File: config.mk
export PLATFORM = sky130hd
export DESIGN_NAME = fzn_sqrt
export DESIGN_NICKNAME = d
export VERILOG_FILES = /design/src/design/fzn_pkg.sv /design/src/design/fzn_sqrt.sv
export SDC_FILE = /design/constraint.sdc
export NUM_CORES = 1
export LEC_CHECK = 0
export BUFFER_PORTS_ARGS = -buffer_cell sky130_fd_sc_hd__buf_2
export CORE_UTILIZATION = 57
export DETAILED_ROUTE_END_ITERATION = 10
export PLACE_DENSITY = 0.91
export SYNTH_ARGS = -nofsm -noshare
export SYNTH_HDL_FRONTEND = slang
export SYNTH_SLANG_ARGS = --single-unit
File: constraint.sdc
create_clock -name clock -period 8.1 [get_ports clock]
set_input_delay 0.81 -clock clock [delete_from_list [all_inputs] [get_ports clock]]
set_output_delay 0.81 -clock clock [all_outputs]
set_load 0.05 [all_outputs]
File: src/design/fzn_pkg.sv
// ----------------------------------------------------------------------------
// Feature z-score normalizer package
// Field widths, operation and status codes, and shared types of the block.
// ----------------------------------------------------------------------------
package fzn_pkg;

   localparam int OP_W      = 2;
   localparam int ELEM_W    = 6;
   localparam int VALUE_W   = 24;
   localparam int STATUS_W  = 2;
   localparam int COUNT_W   = 13;
   localparam int CSR_W     = 7;
   localparam int SUM_W     = 36;
   localparam int SQSUM_W   = 60;
   localparam int MAX_ITEMS = 4096;
   localparam int EIU_RESET = 64;

   localparam int DIV_NUM_W = 60;
   localparam int DIV_DEN_W = 24;
   localparam int DIV_CNT_W = $clog2(DIV_NUM_W);
   localparam int SQRT_W    = 62;
   localparam int ROOT_W    = 31;

   localparam logic signed [VALUE_W-1:0] VALUE_MAX = 24'sh7FFFFF;
   localparam logic signed [VALUE_W-1:0] VALUE_MIN = 24'sh800000;

   typedef enum logic [OP_W-1:0] {
      OP_ACCUMULATE  = 2'd0,
      OP_FINALIZE    = 2'd1,
      OP_NORMALIZE   = 2'd2,
      OP_DENORMALIZE = 2'd3
   } op_type;

   typedef enum logic [STATUS_W-1:0] {
      STATUS_OK        = 2'd0,
      STATUS_NOT_READY = 2'd1,
      STATUS_SATURATED = 2'd2,
      STATUS_EMPTY     = 2'd3
   } status_type;

   typedef struct packed {
      logic signed [VALUE_W-1:0] value;
      logic                      sat;
   } sat_type;

endpackage

File: src/design/fzn_sqrt.sv
// ----------------------------------------------------------------------------
// Iterative square root
// Digit-by-digit integer square root, one result bit per cycle.
// ----------------------------------------------------------------------------
module fzn_sqrt (
   input  logic                         clock,
   input  logic                         reset,
   input  logic                         start,
   input  logic [fzn_pkg::SQRT_W-1:0]   radicand,
   output logic                         done,
   output logic [fzn_pkg::ROOT_W-1:0]   root
);
   import fzn_pkg::*;

   localparam logic [SQRT_W-1:0] FIRST_BIT = SQRT_W'(1) << (SQRT_W - 2);

   logic              busy_ff;
   logic              done_ff;
   logic [SQRT_W-1:0] rad_ff;
   logic [SQRT_W-1:0] root_ff;
   logic [SQRT_W-1:0] bit_ff;
   logic [SQRT_W-1:0] trial;
   logic              fits;

   assign trial = root_ff + bit_ff;
   assign fits  = rad_ff >= trial;

   always_ff @(posedge clock) begin
      if (reset) begin
         busy_ff <= 1'b0;
         done_ff <= 1'b0;
      end else begin
         done_ff <= 1'b0;
         if (start) begin
            busy_ff <= 1'b1;
         end else if (busy_ff && bit_ff[0]) begin
            busy_ff <= 1'b0;
            done_ff <= 1'b1;
         end
      end
   end

   always_ff @(posedge clock) begin
      if (start) begin
         rad_ff  <= radicand;
         root_ff <= '0;
         bit_ff  <= FIRST_BIT;
      end else if (busy_ff) begin
         if (fits) begin
            rad_ff  <= rad_ff - trial;
            root_ff <= (root_ff >> 1) + bit_ff;
         end else begin
            root_ff <= root_ff >> 1;
         end
         bit_ff <= bit_ff >> 2;
      end
   end

   assign done = done_ff;
   assign root = root_ff[ROOT_W-1:0];
endmodule

==> flow_metrics.tcl <==
set metrics [dict create \
    powerDensity_nw_per_um2 283 \
    coreArea_um2 25100 \
    area_delta_synth_final_pct 6.20 \
    reg2reg_from "bit_ff[0]" \
    antenna_found_initial 0 \
    dr.pass1.iters 5 \
    leakage_nw 6.06 \
    ant_nets 0 \
    critPathKind "flip-flop to flip-flop" \
    drt_wl_total_um 41700 \
    drt_drc_violations_left 0 \
    synth_area_um2 14600 \
    crit_path_start_kind "flip-flop" \
    dieHeight_um 162 \
    status "finished, final reports clean" \
    grt_pass1_wl_um 66400 \
    worstHoldStart "root_ff[0]" \
    cts_tree "built" \
    whs_endpoint "root_ff[0]" \
    htreeDepth 4 \
    netlist_instances 1821 \
    diodes 0 \
    worstPathArrival_ns 7.79 \
    vias 14088 \
    mostFrequentLayoutCell "nand2_1" \
    r2r_cells 23 \
    setup_viol 0 \
    place.gp.congestion 0.981 \
    ys_ff_latch 157 \
    holdPathStages 2 \
    fin_nets 1994 \
    worstMarginPinSlew_ns 1.25 \
    clk_latency_ns 0.45 \
    ir_drop_v 0.000161 \
    numCtsBuffers 17 \
    multiInputGateArea_um2 10000 \
    pre_cts_slack_ns 0.874 \
    track_usage_pct 31.4 \
    hold_viol 0 \
    placementRows 58 \
    synth_edf_count 62 \
    crit_path_top_delay_cell "o311ai_0" \
    start_util_pct 58.0 \
    synth.avg_cell_area_um2 7.99 \
    avgRoutedWirePerCell_um 19.5 \
    n_fill_cell 2175 \
    ff_latch_area_um2 3770 \
    drive_gt1_share_pct 10.2 \
    required_ns 8.19 \
    synth.distinct_cells 83 \
    worstPathCellList "ha_1 -> ha_1 -> a21o_1 -> a31oi_1 -> o21ai_1 -> a21boi_1 -> o311ai_0 -> nand4_1 -> o21ai_1 -> nand4_1 -> a21boi_0 -> xor2_1 -> ha_1 -> nand4_1 -> nor4_1 -> nand4_1 -> o21ai_0 -> a211oi_1 -> o21ai_0 -> a21oi_1 -> o21a_2 -> o21bai_4 -> buf_4" \
    vias_per_cell 6.57 \
    max_freq_ghz 0.130 \
    hold_class "flip-flop to flip-flop" \
    grt_pass1_vias 13155 \
    reg2reg_slack_ns 0.40 \
    drv_cap 0 \
    rsz0062_at_grt "no" \
    fin_ws_ns 0.397 \
    die_w_um 162 \
    critPathTopFamily "compound AO/OA/AOI/OAI gates" \
    r2r-end "rad_ff[42]" \
    layout_common_cells "nand2_1, nor2_1, o21ai_0" \
    timing.critical_path.buf_inv 1 \
    cts_num_sinks 157 \
    grt-ovfl-total 0 \
    clock_path_buffers 2 \
    clk_pin_slew_ns 0.07 \
    finalCriticalPeriod_ns 7.70 \
    ios 97 \
    yosys_warnings 0 \
    cts_resized 0 \
    synth_fp_nets 2013 \
    final_max_slew_viol_count 0 \
    ctsHoldBuffers 0 \
    synth_seq_area_share_pct 25.9 \
    io_buffers 96 \
    hpwl_um 30700 \
    path_max_fanout 58 \
    synth-main-ff-cell "dfxtp_1" \
    cp-end-kind "flip-flop" \
    post-route-period-util_pct 95.1 \
    cts_root_buf "clkbuf_16" \
    critPathMaxStageDelay_ns 0.82 \
    cts_setup_buffers 0 \
    ys_async_sr_fraction_pct 0 \
    setup-tns-final_ns 0 \
    skew_ns 0.0143 \
    first_iter_violations 1891 \
    die-area_um2 26200 \
    grt_start_max_net_pins 87 \
    slew_headroom_pct 16.3 \
    cpMostUsedCell "nand4_1" \
]
## tightest hold or removal path, stage by stage (launching register included)
cell and delay, ns:
dfxtp_1 0.33, nor2_1 0.10, a311oi_1 0.05
## cell families after synthesis
logic type | after synthesis | synth area share [%]
compound gates | 589 | 27.2
simple gates | 583 | 18.3
buf+inv | 167 | 5.40
flops | 157 | 25.9
xor+xnor | 154 | 9.27
fa+ha+maj | 127 | 11.0
mux | 44 | 3.09
## final cells by class
| cell class | count | area share [%] |
|---|---|---|
| Multi-Input combinational cell | 1497 | 64.8 |
| Sequential cell | 157 | 24.4 |
| Timing Repair Buffer | 102 | 3.44 |
| Clock buffer | 20 | 3.10 |
| Tap cell | 330 | 2.67 |
| Clock inverter | 12 | 0.955 |
| Inverter | 27 | 0.656 |
## power breakdown
part | switching, W | total, W | internal, W | leakage [nW]
Clock | 0.000385 | 0.000885 | 0.000500 | 0.306
Sequential | 0.000136 | 0.00117 | 0.00104 | 1.40
Combinational | 0.00145 | 0.00231 | 0.000865 | 4.35
## state kept, by name, summed over array words and instances, names as in the netlist
register / flops
bit_ff: 31
root_ff: 62
rad_ff: 62
busy_ff: 1
done: 1
## synthesized netlist by cell type (all sizes together) (10+ instances only)
master  number  share of area, %
a211oi      37               1.9
a21boi      12              0.62
a21o        58               3.0
a21oi      106               3.7
a22oi       12              0.62
a311oi      12              0.72
a31o        13              0.78
a31oi       66               3.0
and2        10              0.43
and3        15              0.64
buf         55               2.5
clkbuf      85               2.2
dfxtp       95                13
edfxtp      62                13
ha         126                11
inv         27              0.70
mux2i       37               2.5
nand2      193               5.0
nand2b      19              0.82
nand3       43               1.5
nand4       43               1.9
nor2       183               4.8
nor2b       26               1.1
nor3        24              0.83
nor4        12              0.52
o21a        15              0.78
o21ai      150               5.2
o21bai      27               1.4
o31ai       25               1.5
or3         10              0.43
xnor2       81               4.9
xor2        73               4.4
## how the worst max path moves through the flow
stage,start,endpoint,slack (ns),depth (start not counted)
6_report,bit_ff[0],rad_ff[42],0.40,23
5_1_grt,bit_ff[0],rad_ff[42],0.06,23
4_1_cts,bit_ff[0],rad_ff[56],0.70,23
3_5_place_dp,bit_ff[0],rad_ff[61],0.87,23
3_3_place_gp,bit_ff[0],rad_ff[36],0.92,23
2_1_floorplan,root_ff[2],rad_ff[0],1.24,26
## layer usage
metal / track usage, % / routed length [um] / part of all wire [%]
met1: 41.1 / 17700 / 43
met4: 12.8 / 1250 / 3.0
met3: 3.73 / 3200 / 7.7
met5: 0 / 0 / 0
met2: 52.5 / 19500 / 47
## stage by stage
| step | hold WS [ns] | utilization (%) | total power (W) | area [um^2] | cells |
|---|---|---|---|---|---|
| final | 0.528 | 61.5 | 0.00437 | 15500 | 2145 |
| after global routing | 0.559 | 61.5 | 0.00462 | 15500 | 2145 |
| after CTS | 0.525 | 61.5 | 0.00430 | 15500 | 2145 |
| after detailed placement | 0.515 | 59.0 | 0.00342 | 14800 | 2113 |
| after global placement | 0.494 | 59.0 | 0.00337 | 14800 | 2113 |
| after floorplan | 0.468 | - | 0.00294 | 14600 | 1821 |
No activity file was read; power rests on OpenSTA's default activity.
