--- src/design/fzn_pkg.sv ---
// ----------------------------------------------------------------------------
// Feature z-score normalizer package
// Field widths, operation and status codes, and shared types of the block.
// ----------------------------------------------------------------------------
package fzn_pkg;

   localparam int OP_W      = 2;
   localparam int ELEM_W    = 6;
   localparam int VALUE_W   = 24;
   localparam int STATUS_W  = 2;
   localparam int COUNT_W   = 13;
   localparam int CSR_W     = 7;
   localparam int SUM_W     = 36;
   localparam int SQSUM_W   = 60;
   localparam int MAX_ITEMS = 4096;
   localparam int EIU_RESET = 64;

   localparam int DIV_NUM_W = 60;
   localparam int DIV_DEN_W = 24;
   localparam int DIV_CNT_W = $clog2(DIV_NUM_W);
   localparam int SQRT_W    = 62;
   localparam int ROOT_W    = 31;

   localparam logic signed [VALUE_W-1:0] VALUE_MAX = 24'sh7FFFFF;
   localparam logic signed [VALUE_W-1:0] VALUE_MIN = 24'sh800000;

   typedef enum logic [OP_W-1:0] {
      OP_ACCUMULATE  = 2'd0,
      OP_FINALIZE    = 2'd1,
      OP_NORMALIZE   = 2'd2,
      OP_DENORMALIZE = 2'd3
   } op_type;

   typedef enum logic [STATUS_W-1:0] {
      STATUS_OK        = 2'd0,
      STATUS_NOT_READY = 2'd1,
      STATUS_SATURATED = 2'd2,
      STATUS_EMPTY     = 2'd3
   } status_type;

   typedef struct packed {
      logic signed [VALUE_W-1:0] value;
      logic                      sat;
   } sat_type;

endpackage

--- src/design/fzn_divider.sv ---
// ----------------------------------------------------------------------------
// Iterative divider
// Restoring unsigned division, one quotient bit per cycle.
// ----------------------------------------------------------------------------
module fzn_divider (
   input  logic                            clock,
   input  logic                            reset,
   input  logic                            start,
   input  logic [fzn_pkg::DIV_NUM_W-1:0]   numerator,
   input  logic [fzn_pkg::DIV_DEN_W-1:0]   denominator,
   output logic                            done,
   output logic [fzn_pkg::DIV_NUM_W-1:0]   quotient
);
   import fzn_pkg::*;

   logic                  busy_ff;
   logic                  done_ff;
   logic [DIV_CNT_W-1:0]  count_ff;
   logic [DIV_DEN_W-1:0]  rem_ff;
   logic [DIV_DEN_W-1:0]  den_ff;
   logic [DIV_NUM_W-1:0]  quo_ff;
   logic [DIV_DEN_W:0]    trial;
   logic [DIV_DEN_W:0]    trial_diff;
   logic                  fits;

   assign trial      = {rem_ff, quo_ff[DIV_NUM_W-1]};
   assign trial_diff = trial - {1'b0, den_ff};
   assign fits       = trial >= {1'b0, den_ff};

   always_ff @(posedge clock) begin
      if (reset) begin
         busy_ff <= 1'b0;
         done_ff <= 1'b0;
      end else begin
         done_ff <= 1'b0;
         if (start) begin
            busy_ff <= 1'b1;
         end else if (busy_ff && count_ff == DIV_CNT_W'(DIV_NUM_W - 1)) begin
            busy_ff <= 1'b0;
            done_ff <= 1'b1;
         end
      end
   end

   always_ff @(posedge clock) begin
      if (start) begin
         quo_ff   <= numerator;
         den_ff   <= denominator;
         rem_ff   <= '0;
         count_ff <= '0;
      end else if (busy_ff) begin
         rem_ff   <= fits ? trial_diff[DIV_DEN_W-1:0] : trial[DIV_DEN_W-1:0];
         quo_ff   <= {quo_ff[DIV_NUM_W-2:0], fits};
         count_ff <= count_ff + DIV_CNT_W'(1);
      end
   end

   assign done     = done_ff;
   assign quotient = quo_ff;
endmodule

--- config.mk ---
export PLATFORM = sky130hd
export DESIGN_NAME = fzn_divider
export DESIGN_NICKNAME = d
export VERILOG_FILES = /design/src/design/fzn_pkg.sv /design/src/design/fzn_divider.sv
export SDC_FILE = /design/constraint.sdc
export NUM_CORES = 1
export LEC_CHECK = 0
export ABC_CLOCK_PERIOD_IN_PS = 3850
export BUFFER_PORTS_ARGS = -buffer_cell sky130_fd_sc_hd__buf_4
export CAP_MARGIN = 25
export CORE_MARGIN = 4
export CORE_UTILIZATION = 30
export CTS_BUF_LIST = sky130_fd_sc_hd__clkbuf_4 sky130_fd_sc_hd__clkbuf_8 sky130_fd_sc_hd__clkbuf_16
export DETAILED_ROUTE_END_ITERATION = 8
export PLACE_DENSITY = 0.61
export SYNTH_ARGS = -nofsm -noshare
export SYNTH_HDL_FRONTEND = slang
export SYNTH_SLANG_ARGS = --single-unit
--- constraint.sdc ---
create_clock -name clock -period 3.85 [get_ports clock]
set_clock_uncertainty 0.1 [all_clocks]
set_input_delay 0.9625 -clock clock [delete_from_list [all_inputs] [get_ports clock]]
set_output_delay 0.9625 -clock clock [all_outputs]
set_load 0.005 [all_outputs]
==> results by group, run 1 <==
STA
  – Final setup viols: 0
  – Setup_tns: 0 ns
  – Final min period: 3.12 ns
  – Slew Viols, Final: 0
  – Slew HR: 66.0%
  – Final Hold Viols: 0
  – Slew @ Worst Pin: 0.510 ns
  – Fmax: 320 MHz
  – Period utilisation layout: 81.1%
  – RSZ-0062 raised after global routing: false

Synth
  – Fraction of the yosys area taken by sequential cells: 53.3%
  – Adder and majority gate portion of the synthesized area: 5.61%
  – Synth area leaders: edfxtp_1, mux2_2, dfxtp_1
  – Synth top area share: 42.5%
  – Post-Syn Area: 5940 sq um
  – Post-synthesis xor/xnor area fraction: 3.54%
  – Top post-synthesis cells by count: edfxtp_1, mux2_2, dfxtp_1, inv_1, nor2_1
  – Netlist cell types: 57
  – Yosys reg bits: 116
  – Most frequent cell after synthesis: edfxtp_1
  – Post-synth top area cell: edfxtp_1
  – Ys Warns: 0
  – Mapped Cells: 489
  – Mux contribution to synthesized area: 15.2%
  – Post-Syn Nets: 602
  – Largest family of logic cells by synthesized area: multiplexers
  – Synth Area in Compound Gates: 10.6%
  – Number of synthesized flops with an enable pin: 84
  – Most used DFF post-synth: edfxtp_1
  – Avg Inst Size Synth: 12.1 sq um
  – Post-Synth Simple-Gate Area: 7.97%
  – Post-synth ARST share: 0%

Floorplan
  – # rows: 51
  – Chip height: 149 um
  – Starting Density: 30.5%
  – Core ar.: 19500 sq um
  – Die Area: 22100 sq um
  – # IOs: 148
  – Die X-Extent: 149 um

Route
  – Drt wl/cell: 15.8 um
  – Residual DRC count: 0
  – Vias: 4279
  – Antenna Nets Post-Route: 0
  – Drt total wl: 14.5 mm
  – DR vias/cell: 4.68
  – Initial DRC count: 222
  – Initial DRT Pass Iterations: 4

Setup path
  – CP endpoint kind: flip-flop
  – Reg2Reg Setup Slack: 0.73 ns
  – Critical-path maximum fanout: 9
  – CP Class: flip-flop to flip-flop
  – Critical Path RT: 4.07 ns
  – Critical Path Start Type: flip-flop
  – CP Data Arrival Time: 3.35 ns

Flow run
  – Maxcap violations: 0

Cells and area
  – Antenna Cells: 0
  – Area Overhead vs Synth: 33.5%
  – Layout cells sized above 1: 39.4%
  – Final nets: 750

Clocking
  – Post-CTS setup repair buffer count: 0
  – Worst-Skew Late Latency: 0.41 ns
  – TritonCTS clock tree: yes
  – CTS root buf: clkbuf_16
  – Hold buffers post-CTS: 0
  – CTS resizes: 0
  – CTS H-Tree Depth: 4
  – CTS Sinks: 116
  – Reg clk slew, reported paths: 0.06 ns
  – Total CTS buffers: 17
  – CTS max path bufs: 2

Power
  – Pwr Density: 480 nW/um^2
  – Sw Pwr: 0.967 mW
  – Comb pwr share: 17.2%
  – Switch share: 25.4%
  – Peak VDD IR: 0.359 mV
  – Sequential cell fraction of total power: 40.3%
  – Clock power share: 42.5%
  – Power consumption: 3.81 mW
  – Internal Pwr Total: 2.84 mW
  – Leak: 3.38 nW

Place
  – GPL Wtd Cong: 0.845
  – I/O Buffers: 147
  – Post-DP HPWL: 10.6 mm

GRT
  – First-pass GRT wire length: 22.8 mm
  – Total congestion overflow: 0
  – Largest net degree at the start of global routing: 80
  – Initial antenna violation count: 0
  – GR Util All Layers: 13.1%
  – Vias in the first global route: 4407

Run status
  – Status: completed

Hold path
  – Hold/Removal Path Class: flip-flop to flip-flop
==> cells by family after synthesis <==
family | Yosys count
AO/OA/AOI/OAI | 91
XOR/XNOR | 24
adder cells (fa/ha/maj) | 26
buffers and inverters | 55
flip-flops | 116
multiplexers | 82
AND/OR/NAND/NOR | 95
==> worst max-delay path, stage by stage (launching register included) <==
cell,delay [ns]
edfxtp_1,0.42
inv_1,0.08
ha_1,0.23
nor2b_1,0.15
o2111a_2,0.27
o311ai_2,0.27
a31o_2,0.24
a21boi_2,0.08
a21boi_2,0.36
buf_4,0.28
mux2_4,0.32
a211oi_2,0.22
==> flip-flops by register name, summed over array words and instances, names as in the netlist <==
signal	count
rem_ff	24
den_ff	24
count_ff	6
busy_ff	1
done	1
quotient	60
==> cell type report <==
cell class | instances | area, sq um
clock buffer | 17 | 425
sequential | 116 | 3160
tap | 265 | 332
multi-input combinational | 318 | 2540
clock inverter | 14 | 178
fill | 1897 | 11500
timing repair buffer | 154 | 1170
inverter | 30 | 113
==> stage by stage <==
stage               utilization (%)  std cells  setup WS, ns  hold WS [ns]  cell area (sq um)
finish                         40.7        914         0.729         0.382               7920
global route                   40.7        914         0.578         0.406               7920
CTS                            40.7        914         0.721         0.388               7920
detailed placement             37.6        883         0.739         0.380               7320
global placement               37.6        883         0.873         0.368               7320
floorplan                         -        489         0.637         0.353               5940
==> layer usage <==
| metal | track usage, % | up-vias | share of wire [%] |
|---|---|---|---|
| met5 | 0 | - | 0 |
| met4 | 6.74 | 0 | 3.4 |
| met3 | 3.05 | 32 | 2.8 |
| met2 | 21.6 | 87 | 51 |
| met1 | 15.9 | 2054 | 43 |
| li1 | - | 2106 | - |
==> power by group through the flow <==
stage / clock network, mW / logic, mW / registers [mW]
after CTS: 1.66 / 0.664 / 1.53
after detailed placement: 0 / 0.660 / 1.56
after floorplan: 0 / 0.389 / 1.55
after global placement: 0 / 0.651 / 1.55
final: 1.62 / 0.656 / 1.53
after global routing: 1.71 / 0.723 / 1.55
==> cell usage in the layout, fill, tap and decap left out, types with 4 or more instances in the layout <==
master and instances:
buf_4 153, edfxtp_1 84, mux2_2 59, dfxtp_1 32
inv_1 29, nor2_1 27, ha_1 25, nand2_1 21
mux2i_1 21, o21ai_0 19, a21oi_1 18, clkbuf_16 17
xor2_1 13, a211oi_1 12, xnor2_1 11, nand3_1 8
nand4_1 8, nor2b_1 7, a21o_1 7, nor3_1 6
nand2b_1 5, o21bai_1 4, clkinvlp_4 4
==> path summary, 6_finish.rpt <==
| check | start | to | cells past startpoint |
|---|---|---|---|
| hold reg to reg | rem_ff[13] | rem_ff[13] | 2 |
| setup / recovery | den_ff[1] | rem_ff[0] | 11 |
| hold / removal | rem_ff[13] | rem_ff[13] | 2 |
| setup reg to reg | den_ff[1] | rem_ff[0] | 11 |
Power figures use the tool's default switching activity.
==> run 2, diff against run 1 <==
--- a/config.mk
+++ b/config.mk
@@ -5,14 +5,15 @@
 export SDC_FILE = /design/constraint.sdc
 export NUM_CORES = 1
 export LEC_CHECK = 0
-export ABC_CLOCK_PERIOD_IN_PS = 3850
+export ABC_AREA = 1
+export ABC_CLOCK_PERIOD_IN_PS = 3100
 export BUFFER_PORTS_ARGS = -buffer_cell sky130_fd_sc_hd__buf_4
 export CAP_MARGIN = 25
 export CORE_MARGIN = 4
 export CORE_UTILIZATION = 30
 export CTS_BUF_LIST = sky130_fd_sc_hd__clkbuf_4 sky130_fd_sc_hd__clkbuf_8 sky130_fd_sc_hd__clkbuf_16
 export DETAILED_ROUTE_END_ITERATION = 8
-export PLACE_DENSITY = 0.61
+export PLACE_DENSITY = 0.6
 export SYNTH_ARGS = -nofsm -noshare
 export SYNTH_HDL_FRONTEND = slang
 export SYNTH_SLANG_ARGS = --single-unit
==> constraint.sdc (replaced) <==
create_clock -name clock -period 3.1 [get_ports clock]
set_clock_uncertainty 0.1 [all_clocks]
set_input_delay 0.775 -clock clock [delete_from_list [all_inputs] [get_ports clock]]
set_output_delay 0.775 -clock clock [all_outputs]
set_load 0.005 [all_outputs]
==> run 2 against run 1 <==
Effect of this change:
- sequential share of layout area decreased by 3.6 points
- critical path depth decreased by 1
- worst setup slack got worse by 0.051 ns
- wire length increased by 25%
- first-iteration DRC count increased by 39%
- flip-flop and latch count unchanged
- cell count increased by 45%
- cell area increased by 9.9%
- clock-buffer cell count unchanged
==> results by group, run 2 <==
Cells and area
  – Commonest non-fill, non-tap cells in the layout: nand2_1, buf_4, inv_1
  – Area Overhead vs Synth: 30.5%
  – Layout cells sized above 1: 20.0% (-19 points)
  – Antenna Cells: 0 (unchanged)
  – Final nets: 1148 (+53%)
  – Commonest non-fill, non-tap cell in the layout: nand2_1
  – Max reg flops: 60 (unchanged)

Synth
  – Top post-synthesis cells by count: nand2_1, inv_1, edfxtp_1, nand3_1, nor2_1
  – Mapped Cells: 885 (+81%)
  – Fraction of the yosys area taken by sequential cells: 47.4% (-5.9 points)
  – Ys Warns: 0 (unchanged)
  – Most frequent cell after synthesis: nand2_1
  – Post-synth ARST share: 0% (unchanged)
  – Yosys reg bits: 116 (unchanged)
  – Netlist cell types: 35 (-39%)
  – Number of synthesized flops with an enable pin: 84 (unchanged)
  – Avg Inst Size Synth: 7.54 sq um (-38%)
  – Synth top area share: 37.8% (-4.7 points)
  – Post-Syn Nets: 998 (+66%)
  – Post-Syn Area: 6680 sq um (+12%)
  – Most used DFF post-synth: edfxtp_1
  – Synth area leaders: edfxtp_1, nand2_1, dfxtp_1
  – Post-synth top area cell: edfxtp_1

GRT
  – First-pass GRT wire length: 29.9 mm (+31%)
  – Total congestion overflow: 0 (unchanged)
  – Initial antenna violation count: 0 (unchanged)
  – Largest net degree at the start of global routing: 50 (-38%)
  – GR Util All Layers: 15.3% (+2.2 points)
  – Vias in the first global route: 6090 (+38%)

Power
  – Leak: 4.47 nW (+32%)
  – Peak VDD IR: 0.339 mV (-5.6%)
  – Power consumption: 4.53 mW (+19%)
  – Pwr Density: 520 nW/um^2 (+8.3%)

Clocking
  – Post-CTS setup repair buffer count: 0 (unchanged)
  – TritonCTS clock tree: yes
  – CTS resizes: 0 (unchanged)
  – CTS Sinks: 116 (unchanged)
  – CTS max path bufs: 2 (unchanged)
  – Total CTS buffers: 17 (unchanged)
  – Worst-Skew Late Latency: 0.42 ns (about the same)
  – Hold buffers post-CTS: 0 (unchanged)
  – Reg clk slew, reported paths: 0.06 ns (about the same)
  – CTS H-Tree Depth: 4 (unchanged)
  – CTS root buf: clkbuf_16

Route
  – Antenna Nets Post-Route: 0 (unchanged)
  – DR vias/cell: 4.45 (-4.9%)
  – Initial DRC count: 309 (+39%)
  – Drt wl/cell: 13.7 um (-14%)
  – Initial DRT Pass Iterations: 5 (+1)
  – Residual DRC count: 0 (unchanged)
  – Drt total wl: 18.1 mm (+25%)
  – Vias: 5910 (+38%)

STA
  – Setup_tns: 0 ns (unchanged)
  – Final Hold Viols: 0 (unchanged)
  – Period utilisation layout: 78.1% (-2.9 points)
  – Final min period: 2.42 ns (-0.699 ns)
  – Slew Viols, Final: 0 (unchanged)
  – Fmax: 413 MHz (+29%)
  – Slew @ Worst Pin: 0.474 ns (-0.0368 ns)
  – Final setup viols: 0 (unchanged)
  – Post-route setup slack: 0.679 ns (-0.0509 ns)
  – Slew HR: 68.4% (+2.4 points)
  – RSZ-0062 raised after global routing: false

Setup path
  – CP Class: flip-flop to flip-flop
  – R2r worst-path depth: 10 (-1)
  – Critical Path Start Type: flip-flop
  – R2r startpoint: den_ff[21]
  – Critical Path RT: 3.28 ns (-0.79 ns)
  – Reg2Reg Setup Slack: 0.68 ns (-0.05 ns)
  – CP Data Arrival Time: 2.60 ns (-0.75 ns)
  – R2R Path End: rem_ff[0]
  – CP endpoint kind: flip-flop
  – Critical-path maximum fanout: 24 (+15)

Floorplan
  – Die Area: 24700 sq um (+12%)
  – # IOs: 148 (unchanged)
  – Starting Density: 30.5% (about the same)
  – Core ar.: 21900 sq um (+12%)
  – Die X-Extent: 157 um (+5.7%)
  – Chip height: 157 um (+5.7%)
  – # rows: 54 (+5.9%)

Place
  – GPL Wtd Cong: 0.908 (+7.5%)
  – Dpl ws: 0.639 ns (-0.0995 ns)
  – I/O Buffers: 147 (unchanged)
  – Post-DP HPWL: 13.5 mm (+28%)

Hold path
  – Hold Path Stages: 2 (unchanged)
  – Worst Hold Path EP: rem_ff[21]
  – Hold/Removal Path Class: flip-flop to flip-flop
  – Origin of the worst min-delay path: rem_ff[21]

Run status
  – Status: completed

Flow run
  – Maxcap violations: 0 (unchanged)
-- run 2: how the worst max path moves through the flow --
stage                  endpoint  cells past startpoint       start
finish                rem_ff[0]                     10  den_ff[21]
global route          rem_ff[0]                     13  den_ff[18]
CTS                  rem_ff[12]                     13  den_ff[18]
detailed placement   rem_ff[12]                     13  den_ff[18]
global placement     rem_ff[21]                     10  den_ff[21]
floorplan           quotient[0]                      4       start
-- run 2: layout make-up --
cell class	count	area, sq um
Multi-Input combinational cell	604	2850
Clock inverter	14	201
Timing Repair Buffer	155	1190
Fill cell	2305	13200
Clock buffer	17	425
Sequential cell	116	3160
Tap cell	280	350
Inverter	141	529
-- run 2: critical path, cell delays in order, from the launching register on --
cell	delay, ns
edfxtp_1	0.33
inv_1	0.04
ha_1	0.36
nand2_1	0.12
nor3_1	0.26
nand2_1	0.16
nand3b_4	0.30
nand2_4	0.34
nand2_1	0.09
nand3_1	0.07
o21ai_0	0.09
-- run 2: routing by layer --
| layer | part of all wire (%) | up-vias | track usage [%] |
|---|---|---|---|
| met5 | 0 | - | 0 |
| met4 | 1.2 | 0 | 3.77 |
| met3 | 8.8 | 16 | 6.60 |
| met2 | 47 | 169 | 25.2 |
| met1 | 43 | 2654 | 18.4 |
| li1 | - | 3071 | - |
-- run 2: cells by family (layout without fill, tap and decap cells) --
family	after synthesis	after routing	synth area share [%]
adders and majority gates	26	26	4.99
xor gates and xnor gates	9	9	1.18
buffers and inverters	165	327	9.88
and+or+nand+nor	525	525	33.1
DFF	116	116	47.4
AOI/OAI and AO/OA	44	44	3.47
-- run 2: power by group --
part,internal [mW],total (mW),switching [mW]
Sequential,1.80,1.87,0.0646
Clock,1.35,2.12,0.769
Combinational,0.260,0.546,0.285
-- run 2: through the flow --
stage                     util (%)  instance area, sq um  hold slack [ns]  cells
after floorplan                  -                  6680            0.344    885
after global routing          39.8                  8710            0.391   1327
after global placement        36.9                  8090            0.363   1296
after CTS                     39.8                  8710            0.377   1327
after detailed placement      36.9                  8090            0.367   1296
final                         39.8                  8710            0.374   1327
==> run 3, diff against run 2 <==
--- a/config.mk
+++ b/config.mk
@@ -5,15 +5,15 @@
 export SDC_FILE = /design/constraint.sdc
 export NUM_CORES = 1
 export LEC_CHECK = 0
-export ABC_AREA = 1
-export ABC_CLOCK_PERIOD_IN_PS = 3100
+export ABC_AREA = 0
+export ABC_CLOCK_PERIOD_IN_PS = 2200
 export BUFFER_PORTS_ARGS = -buffer_cell sky130_fd_sc_hd__buf_4
 export CAP_MARGIN = 25
 export CORE_MARGIN = 4
 export CORE_UTILIZATION = 30
 export CTS_BUF_LIST = sky130_fd_sc_hd__clkbuf_4 sky130_fd_sc_hd__clkbuf_8 sky130_fd_sc_hd__clkbuf_16
 export DETAILED_ROUTE_END_ITERATION = 8
-export PLACE_DENSITY = 0.6
+export PLACE_DENSITY = 0.63
 export SYNTH_ARGS = -nofsm -noshare
 export SYNTH_HDL_FRONTEND = slang
 export SYNTH_SLANG_ARGS = --single-unit
==> constraint.sdc (replaced) <==
create_clock -name clock -period 2.2 [get_ports clock]
set_clock_uncertainty 0.1 [all_clocks]
set_input_delay 0.55 -clock clock [delete_from_list [all_inputs] [get_ports clock]]
set_output_delay 0.55 -clock clock [all_outputs]
set_load 0.005 [all_outputs]
==> run 3 against run 2 <==
Effect of this change:
- the flow now finishes with violations (negative setup slack)
- sequential power increased by 43%
- flip-flop and latch count unchanged
- sequential share of layout area decreased by 0.72 points
- via count decreased by 21%
- worst setup slack got worse by 1.1 ns
- total power increased by 55%
- register-to-register slack got worse by 1.1 ns
- combinational power increased to 2.7 times the previous value
- global-route usage decreased by 1.1 points
- core utilization increased by 5.9 points
- die area decreased by 11%
==> results by group, run 3 (same netlist as run 1, synthesis figures left out) <==
Run status
  – Status: complete, but fails checks
  – Failing checks: negative setup slack

Hold path
  – Hold/Removal Path Class: input port to flip-flop
  – Worst Hold Path EP: done
  – Origin of the worst min-delay path: reset
  – Hold Path Stages: 2 (unchanged)

GRT
  – Initial antenna violation count: 0 (unchanged)
  – First-pass GRT wire length: 24.7 mm (-17%)
  – Largest net degree at the start of global routing: 61 (+22%)
  – GR Util All Layers: 14.1% (-1.1 points)
  – Total congestion overflow: 0 (unchanged)
  – Vias in the first global route: 4981 (-18%)

Setup path
  – Critical-path maximum fanout: 2 (-92%)
  – R2r startpoint: den_ff[1]
  – R2R Path End: rem_ff[22]
  – Reg2Reg Setup Slack: -0.47 ns (-1.15 ns)
  – CP Class: flip-flop to flip-flop
  – Critical Path Start Type: flip-flop
  – CP endpoint kind: flip-flop
  – CP Data Arrival Time: 2.89 ns (+0.29 ns)
  – Critical Path RT: 2.42 ns (-0.86 ns)
  – R2r worst-path depth: 11 (+1)

Cells and area
  – Area Overhead vs Synth: 49.7%
  – Commonest non-fill, non-tap cell in the layout: buf_4
  – Max reg flops: 60 (unchanged)
  – Commonest non-fill, non-tap cells in the layout: buf_4, edfxtp_1, mux2_2
  – Antenna Cells: 0 (unchanged)
  – Final nets: 841 (-27%)
  – Post-route design area: 8890 sq um (+2.0%)
  – Layout cells sized above 1: 51.7% (+32 points)
  – Util after Layout: 45.7% (+5.9 points)

Power
  – Pwr Density: 790 nW/um^2 (+52%)
  – Internal Pwr Total: 5.23 mW (+53%)
  – Sw Pwr: 1.80 mW (+61%)
  – Power consumption: 7.02 mW (+55%)
  – Peak VDD IR: 0.573 mV (+69%)
  – Switch share: 25.6% (+0.92 points)
  – Clock power share: 40.5% (-6.3 points)
  – Sequential cell fraction of total power: 38.2% (-3.0 points)
  – Leak: 3.88 nW (-13%)
  – Comb pwr share: 21.3% (+9.3 points)

STA
  – RSZ-0062 raised after global routing: true
  – Slew @ Worst Pin: 0.556 ns (+0.0822 ns)
  – Period utilisation layout: 121% (+43 points)
  – Fmax: 374 MHz (-9.3%)
  – Final min period: 2.67 ns (+0.249 ns)
  – Final setup viols: 25 (+25)
  – Final Hold Viols: 0 (unchanged)
  – Slew Viols, Final: 0 (unchanged)
  – Fin Hold WS: 0.201 ns (-0.173 ns)
  – Post-route setup slack: -0.470 ns (-1.15 ns)
  – Slew HR: 62.9% (-5.4 points)

Floorplan
  – Chip height: 149 um (-5.4%)
  – Die Area: 22100 sq um (-11%)
  – Starting Density: 30.5% (about the same)
  – Die X-Extent: 149 um (-5.4%)
  – # IOs: 148 (unchanged)
  – # rows: 51 (-5.6%)
  – Core ar.: 19500 sq um (-11%)

Route
  – Antenna Nets Post-Route: 0 (unchanged)
  – Initial DRT Pass Iterations: 4 (-1)
  – DR vias/cell: 4.61 (+3.6%)
  – Initial DRC count: 231 (-25%)
  – Drt wl/cell: 15.5 um (+14%)
  – Drt total wl: 15.6 mm (-14%)
  – Vias: 4640 (-21%)
  – Residual DRC count: 0 (unchanged)

Clocking
  – Hold buffers post-CTS: 0 (unchanged)
  – CTS H-Tree Depth: 4 (unchanged)
  – Total CTS buffers: 17 (unchanged)
  – CTS max path bufs: 2 (unchanged)
  – Reg clk slew, reported paths: 0.06 ns (about the same)
  – CTS Sinks: 116 (unchanged)
  – CTS root buf: clkbuf_16
  – Worst-Skew Late Latency: 0.41 ns (about the same)
  – TritonCTS clock tree: yes

Place
  – I/O Buffers: 147 (unchanged)
  – Dpl ws: -0.507 ns (-1.15 ns)
  – DP Area: 8030 sq um (-0.67%)
  – GPL Wtd Cong: 0.869 (-4.4%)
  – Post-DP HPWL: 11.4 mm (-16%)

Flow run
  – Maxcap violations: 0 (unchanged)
run 3: cell types whose count changed in the layout (fill, tap and decap cells not counted), moves of 10 or more:
cell	previous run	this run
buf_4	153	239
xor2_1	2	12
a211oi_1	0	12
mux2i_1	0	18
nand3_1	63	8
mux2_2	0	60
inv_1	137	27
nand2_1	391	20
run 3: area by class of cell:
cell class / instances / area (sq um)
sequential: 116 / 3160
tap: 265 / 332
fill: 1796 / 10600
clock buffer: 18 / 433
multi-input combinational: 318 / 2770
clock inverter: 14 / 180
timing repair buffer: 245 / 1900
inverter: 30 / 116
run 3: critical path: stages (launching register included):
cell and delay, ns:
edfxtp_1 0.41, buf_4 0.16, buf_4 0.12, fa_2 0.34, nor2b_2 0.14, o211a_1 0.24
nor4b_4 0.07, o21ai_2 0.20, a211oi_2 0.11, o21ai_1 0.14, mux2_2 0.37, o221ai_2 0.18
run 3: worst max path at each step:
stage	from	endpoint
after global routing	quotient[59]	rem_ff[22]
after CTS	den_ff[1]	rem_ff[0]
final	den_ff[1]	rem_ff[22]
after floorplan	den_ff[1]	rem_ff[0]
after detailed placement	den_ff[8]	rem_ff[22]
after global placement	quotient[59]	rem_ff[22]
run 3: power groups by stage:
stage	Combinational (mW)	Clock (mW)	Sequential [mW]
floorplan	0.708	0	2.72
global placement	1.38	0	2.71
detailed placement	1.40	0	2.72
CTS	1.43	2.92	2.68
global route	1.63	3.01	2.71
finish	1.50	2.84	2.68
run 3: metrics by stage:
stage | instances | TNS [ns]
6_report | 1006 | -8.79
5_1_grt | 1006 | -11.44
3_3_place_gp | 966 | -8.72
4_1_cts | 999 | -10.10
3_5_place_dp | 966 | -9.68
2_1_floorplan | 489 | -14.06
run 3: timing repair:
action	CTS	global route
pin swaps	6	16
setup endpoints to repair	25	25
buffers inserted	1	7
gates resized for setup	14	30
hold endpoints to repair	0	0
run 3: metal layers:
layer / vias to the layer above / part of all wire [%] / GRT usage (%)
met5: - / 0 / 0
met4: 0 / 2.1 / 5.13
met3: 26 / 3.3 / 3.41
met2: 81 / 53 / 24.4
met1: 2239 / 42 / 17.1
li1: 2294 / - / -
